--- src/rtl/core/olwm_pkg.sv ---
// olwm_pkg: shared types and constants of the ordered list window mean block
// no dependencies; used by olwm_mean_div and ordered_list_window_mean
`timescale 1ns / 1ps
`default_nettype none

package olwm_pkg;

    // record field widths
    localparam int unsigned ID_W     = 16;
    localparam int unsigned HEIGHT_W = 9;
    localparam int unsigned WEIGHT_W = 8;
    localparam int unsigned YEAR_W   = 12;
    localparam int unsigned POS_W    = 8;
    localparam int unsigned REQ_W    = 3;
    localparam int unsigned STATUS_W = 2;
    localparam int unsigned LIMIT_W  = 9;
    localparam int unsigned MEAN_W   = 9;
    localparam int unsigned COUNT_W  = 9;

    // stream word widths
    localparam int unsigned IN_DATA_W  = 56;
    localparam int unsigned IN_USER_W  = 3;
    localparam int unsigned OUT_DATA_W = 64;
    localparam int unsigned OUT_USER_W = 3;

    // divider step counter
    localparam int unsigned STEP_W = 4;

    // queue limit after reset
    localparam logic [LIMIT_W-1:0] LIMIT_RESET = 9'd5;

    // request codes
    localparam logic [REQ_W-1:0] REQ_INS_HEAD = 3'd0;
    localparam logic [REQ_W-1:0] REQ_INS_POS  = 3'd1;
    localparam logic [REQ_W-1:0] REQ_INS_TAIL = 3'd2;
    localparam logic [REQ_W-1:0] REQ_REM_HEAD = 3'd3;
    localparam logic [REQ_W-1:0] REQ_REM_POS  = 3'd4;
    localparam logic [REQ_W-1:0] REQ_REM_TAIL = 3'd5;
    localparam logic [REQ_W-1:0] REQ_PUSH     = 3'd6;

    // status codes
    localparam logic [STATUS_W-1:0] ST_OK    = 2'd0;
    localparam logic [STATUS_W-1:0] ST_FULL  = 2'd1;
    localparam logic [STATUS_W-1:0] ST_EMPTY = 2'd2;
    localparam logic [STATUS_W-1:0] ST_RANGE = 2'd3;

    // one stored record, id in the lowest bits
    typedef struct packed {
        logic [YEAR_W-1:0]   year;
        logic [WEIGHT_W-1:0] weight;
        logic [HEIGHT_W-1:0] height;
        logic [ID_W-1:0]     id;
    } t_rec;

    localparam int unsigned REC_W = $bits(t_rec);

endpackage

`default_nettype wire

--- src/rtl/core/olwm_mean_div.sv ---
// olwm_mean_div: rounded mean (2*sum+n)/(2n) by restoring division, one quotient bit a cycle
// depends on olwm_pkg
`timescale 1ns / 1ps
`default_nettype none

module olwm_mean_div #(
    parameter int unsigned CW = 9,
    parameter int unsigned SW = 18
) (
    input  wire logic                          i_clk,
    input  wire logic                          i_rst_n,
    input  wire logic                          i_start,
    input  wire logic [CW-1:0]                 i_count,
    input  wire logic [SW-1:0]                 i_sum,
    output logic                               o_done,
    output logic [olwm_pkg::MEAN_W-1:0]        o_mean
);

    localparam int unsigned NW = SW + 2;

    logic                          r_busy;
    logic                          r_done;
    logic [olwm_pkg::STEP_W-1:0]   r_step;
    logic [NW-1:0]                 r_rem;
    logic [NW-1:0]                 r_dsh;
    logic [olwm_pkg::MEAN_W-1:0]   r_q;
    logic                          ge;

    // compare one shifted divisor
    assign ge = (r_rem >= r_dsh);

    // control: busy for one cycle per quotient bit
    always_ff @(posedge i_clk) begin
        if (!i_rst_n) begin
            r_busy <= 1'b0;
            r_done <= 1'b0;
            r_step <= '0;
        end else begin
            r_done <= 1'b0;
            if (i_start) begin
                if (i_count == '0) begin
                    r_done <= 1'b1;
                end else begin
                    r_busy <= 1'b1;
                    r_step <= olwm_pkg::STEP_W'(olwm_pkg::MEAN_W - 1);
                end
            end else if (r_busy) begin
                if (r_step == '0) begin
                    r_busy <= 1'b0;
                    r_done <= 1'b1;
                end else begin
                    r_step <= r_step - 1'b1;
                end
            end
        end
    end

    // datapath: remainder, shifted divisor and quotient
    always_ff @(posedge i_clk) begin
        if (i_start) begin
            r_rem <= (NW'(i_sum) << 1) + NW'(i_count);
            r_dsh <= NW'(i_count) << olwm_pkg::MEAN_W;
            r_q   <= '0;
        end else if (r_busy) begin
            if (ge) begin
                r_rem <= r_rem - r_dsh;
            end
            r_dsh <= r_dsh >> 1;
            r_q   <= {r_q[olwm_pkg::MEAN_W-2:0], ge};
        end
    end

    assign o_done = r_done;
    assign o_mean = r_q;

endmodule

`default_nettype wire
--- config.mk ---
export PLATFORM = sky130hd
export DESIGN_NAME = olwm_mean_div
export DESIGN_NICKNAME = d
export VERILOG_FILES = /design/src/rtl/core/olwm_pkg.sv /design/src/rtl/core/olwm_mean_div.sv
export SDC_FILE = /design/constraint.sdc
export NUM_CORES = 1
export LEC_CHECK = 0
export CAP_MARGIN = 25
export CELL_PAD_IN_SITES_DETAIL_PLACEMENT = 1
export CELL_PAD_IN_SITES_GLOBAL_PLACEMENT = 2
export CORE_UTILIZATION = 44
export CTS_BUF_LIST = sky130_fd_sc_hd__clkbuf_8
export DETAILED_ROUTE_END_ITERATION = 6
export DONT_BUFFER_PORTS = 1
export GPL_ROUTABILITY_DRIVEN = 0
export PLACE_DENSITY_LB_ADDON = 0.1
export SLEW_MARGIN = 40
export SYNTH_ARGS = -nofsm -noshare
export SYNTH_HDL_FRONTEND = slang
export SYNTH_SLANG_ARGS = --single-unit
--- constraint.sdc ---
create_clock -name i_clk -period 7.65 [get_ports i_clk]
set_input_delay 0.3825 -clock i_clk [delete_from_list [all_inputs] [get_ports i_clk]]
set_output_delay 0.3825 -clock i_clk [all_outputs]
set_load 0.02 [all_outputs]
==> impl_metrics.ini <==
[status]
outcome = complete, no violations

[finish]
most-common-layout-cells = 50 x sky130_fd_sc_hd__nand2_1, 46 x sky130_fd_sc_hd__nor2_1, 33 x sky130_fd_sc_hd__inv_1
antennaDiodeCount = 0
most_common_cell_after_layout_fill_and_taps_aside = sky130_fd_sc_hd__nand2_1
final_layout_size_suffix_gt1_share_pct = 2.91
areaGrowthSynthToFinish_pct = 5.27
fill_cells = 970
layout.nets = 471
final_design_area_no_fill_sq_um = 3830

[grt]
global_route.overflow_total = 0
grt_first_pass_wirelength_um = 15200
maximum_number_of_pins_on_one_net_before_global_route_repair = 81
global_route.usage.met1_pct = 30.8
grt_most_used_layer = met2
all_layer_global_routing_usage_pct = 22.8
via_count_of_the_first_global_routing_pass = 3021
grt_use_met3_pct = 3.28
grt_antenna_before_repair = 0
met2_track_demand_over_resource_pct = 38.5

[clocking]
cts_inserted_buffers = 5
path_clk_slew_ns = 0.11
post-cts-setup-buffers = 0
h-tree-depth = 2
clk_latency_ns = 0.31
cts_resized = 0
cts_root_buf = sky130_fd_sc_hd__clkbuf_8
tritoncts_clock_tree = done
ctsHoldBuffers = 0
clockBufferDepth = 2
cts_sink_count = 53

[timing]
slew_hr_pct = 49.0
setup_repair_after_global_routing_missed_its_margin = no
finalHoldViolations = 0
finalClockSkew_ns = 0.00970
final.period_utilization_pct = 39.6
final.setup.tns_ns = 0
drv_slew = 0
report.final.setup_viol = 0
timing.fmax_mhz = 330
timing_worst_slew_pin_value_ns = 0.755
final.min_clock_period_ns = 3.03

[yosys]
post_synth_main_area_contributors = sky130_fd_sc_hd__edfxtp_1 24%, sky130_fd_sc_hd__dfxtp_1 13%, sky130_fd_sc_hd__ha_1 9.6%, sky130_fd_sc_hd__mux2i_1 5.8%, sky130_fd_sc_hd__nand2_1 5.2%
dominantRegCellSynth = sky130_fd_sc_hd__edfxtp_1
synth-compound-area-share_pct = 17.7
post_synth_inst_count = 418
syn_nets = 478
synth-edff-count = 29
yosysUniqueCellTypes = 47
synth_top_family_by_area = compound AO/OA/AOI/OAI gates
synthesis.area_per_instance_sq_um = 8.70
synthDominantAreaCellType = sky130_fd_sc_hd__edfxtp_1
synth.mux.area_fraction_pct = 6.09
ys_seq_area_share_pct = 37.2
synth_xor_xnor_area_share_pct = 6.99
synth.yosys.warnings = 0
yosys_register_bits = 53
synthArstFlopShare_pct = 0
post_synth_fa_ha_maj_area_fraction_pct = 10.7
synth.cell_area_sq_um = 3630
synth_simple_gate_area_share_pct = 16.5
yosysTopAreaCellShare_pct = 24.0

[worst_hold_path]
hold_path_class = input port to flip-flop

[setup_path]
critical_path.cell_chain = inv_1, ha_1, inv_1, fa_1, a21oi_1, a2bb2oi_1, nand3b_1, a21o_1, o21ai_0, nand2_1, a21o_2
critical_path.startpoint_type = flip-flop
critical_path.max_stage_delay_ns = 0.43
timing.setup.critical_path_class = flip-flop to flip-flop
critical_path.most_common_cell = sky130_fd_sc_hd__inv_1
cp_num_buf_inv = 2
worst-endpoint-arrival_ns = 3.04
worst_path_max_delay_cell = sky130_fd_sc_hd__a21o_2
crit_required_ns = 7.66
cpLargestDelayFamily = compound AO/OA/AOI/OAI gates
critical_path.max_fanout = 20
setup.worst_path.end_class = flip-flop

[detailed_routing]
wl_per_cell_um = 18.1
route.final.wire_length_um = 9310
detailroute.via_count = 2928
route.detailed.drc = 0
post_drt_via_cell_ratio = 5.70
postRouteAntennaNets = 0
drtPass1Iterations = 4
dr.first_iter.drc_count = 119

[pwr]
power.density_nw_per_um2 = 276
internal-power_mw = 0.653
power.static_leakage_nw = 1.47
power.sequential.fraction_pct = 36.5
power.switching_fraction_pct = 38.2
report.power.total_mw = 1.06
clkPwrFrac_pct = 18.6
vdd_drop_max_uv = 91.1
comb_power_share_pct = 44.9
p_switching_mw = 0.403

[floorplanning]
initial_core_utilization_pct = 46.3
core_area_sq_um = 7850
floorplan.io_pins = 40
die_w_um = 92.9
rows = 32
full_die_area_sq_um = 8630
fp.dieH_um = 92.9

[place]
place.detailed.hpwl_um = 7040
postPlaceCellArea_sq_um = 3710
number_of_port_buffers = 0

[flow_run]
cap_violations = 0
flip-flops by register name, summed over array words and instances (netlist names):
register,flops
o_done,1
r_dsh,18
r_step,4
r_busy,1
r_rem,20
o_mean,9
worst reg2reg max path, stage by stage, from the launching register on:
cell	delay, ns
sky130_fd_sc_hd__edfxtp_1	0.37
sky130_fd_sc_hd__inv_1	0.07
sky130_fd_sc_hd__ha_1	0.15
sky130_fd_sc_hd__inv_1	0.07
sky130_fd_sc_hd__fa_1	0.40
sky130_fd_sc_hd__a21oi_1	0.21
sky130_fd_sc_hd__a2bb2oi_1	0.33
sky130_fd_sc_hd__nand3b_1	0.12
sky130_fd_sc_hd__a21o_1	0.21
sky130_fd_sc_hd__o21ai_0	0.26
sky130_fd_sc_hd__nand2_1	0.09
sky130_fd_sc_hd__a21o_2	0.43
logic make-up after synthesis:
family	Yosys count
simple gates	136
compound gates	101
flops	53
buf+inv	47
fa+ha+maj	30
xor+xnor	29
mux	22
synthesized netlist by cell type (3+ instances only):
| cell | instances |
|---|---|
| sky130_fd_sc_hd__xnor2_1 | 18 |
| sky130_fd_sc_hd__a21oi_1 | 23 |
| sky130_fd_sc_hd__a211oi_1 | 5 |
| sky130_fd_sc_hd__nor2b_1 | 4 |
| sky130_fd_sc_hd__clkbuf_1 | 13 |
| sky130_fd_sc_hd__o21bai_1 | 4 |
| sky130_fd_sc_hd__nand4_1 | 3 |
| sky130_fd_sc_hd__nand2_1 | 50 |
| sky130_fd_sc_hd__o21a_1 | 5 |
| sky130_fd_sc_hd__dfxtp_1 | 24 |
| sky130_fd_sc_hd__a311oi_1 | 3 |
| sky130_fd_sc_hd__ha_1 | 28 |
| sky130_fd_sc_hd__edfxtp_1 | 29 |
| sky130_fd_sc_hd__a21o_1 | 7 |
| sky130_fd_sc_hd__a31oi_1 | 6 |
| sky130_fd_sc_hd__xor2_1 | 11 |
| sky130_fd_sc_hd__nor2_1 | 46 |
| sky130_fd_sc_hd__nor3_1 | 8 |
| sky130_fd_sc_hd__and3_1 | 6 |
| sky130_fd_sc_hd__mux2i_1 | 21 |
| sky130_fd_sc_hd__nand3_1 | 9 |
| sky130_fd_sc_hd__inv_1 | 32 |
| sky130_fd_sc_hd__o21ai_0 | 29 |
per-layer routing:
metal | up-vias | share of wire, %
met3 | 7 | 3.7
met5 | - | 0
li1 | 1459 | -
met1 | 1405 | 48
met2 | 57 | 47
met4 | 0 | 0.88
metrics by stage:
step                      util [%]  worst slack (ns)  hold slack [ns]  std cells
after floorplan                  -              5.01            0.465        418
after global placement        47.3              4.61            0.468        506
after detailed placement      47.3              4.68            0.469        506
after CTS                     48.8              4.65            0.123        514
after global routing          48.8              4.49            0.142        514
final                         48.8              4.62            0.171        514
final timing paths:
path              cells after the start  slack [ns]         to     start
hold / removal                        1        0.17  o_mean[2]   i_start
setup reg to reg                     11        4.62   r_rem[4]  r_rem[0]
setup / recovery                     11        4.62   r_rem[4]  r_rem[0]
hold reg to reg                       2        0.53     o_done    r_busy
power by group through the flow:
stage	registers [mW]	clock network [mW]	logic (mW)
floorplan	0.384	0	0.369
global placement	0.390	0	0.460
detailed placement	0.393	0	0.467
CTS	0.386	0.202	0.475
global route	0.391	0.210	0.531
finish	0.386	0.196	0.474
area by class of cell:
class	instances	area [sq um]	area share, %
Multi-Input combinational cell	318	2110	55.1
Clock inverter	3	42.5	1.11
Clock buffer	5	68.8	1.80
Timing Repair Buffer	1	7.51	0.196
Sequential cell	53	1350	35.3
Inverter	32	120	3.14
Tap cell	102	128	3.34
No activity file was read; power rests on OpenSTA's default activity.
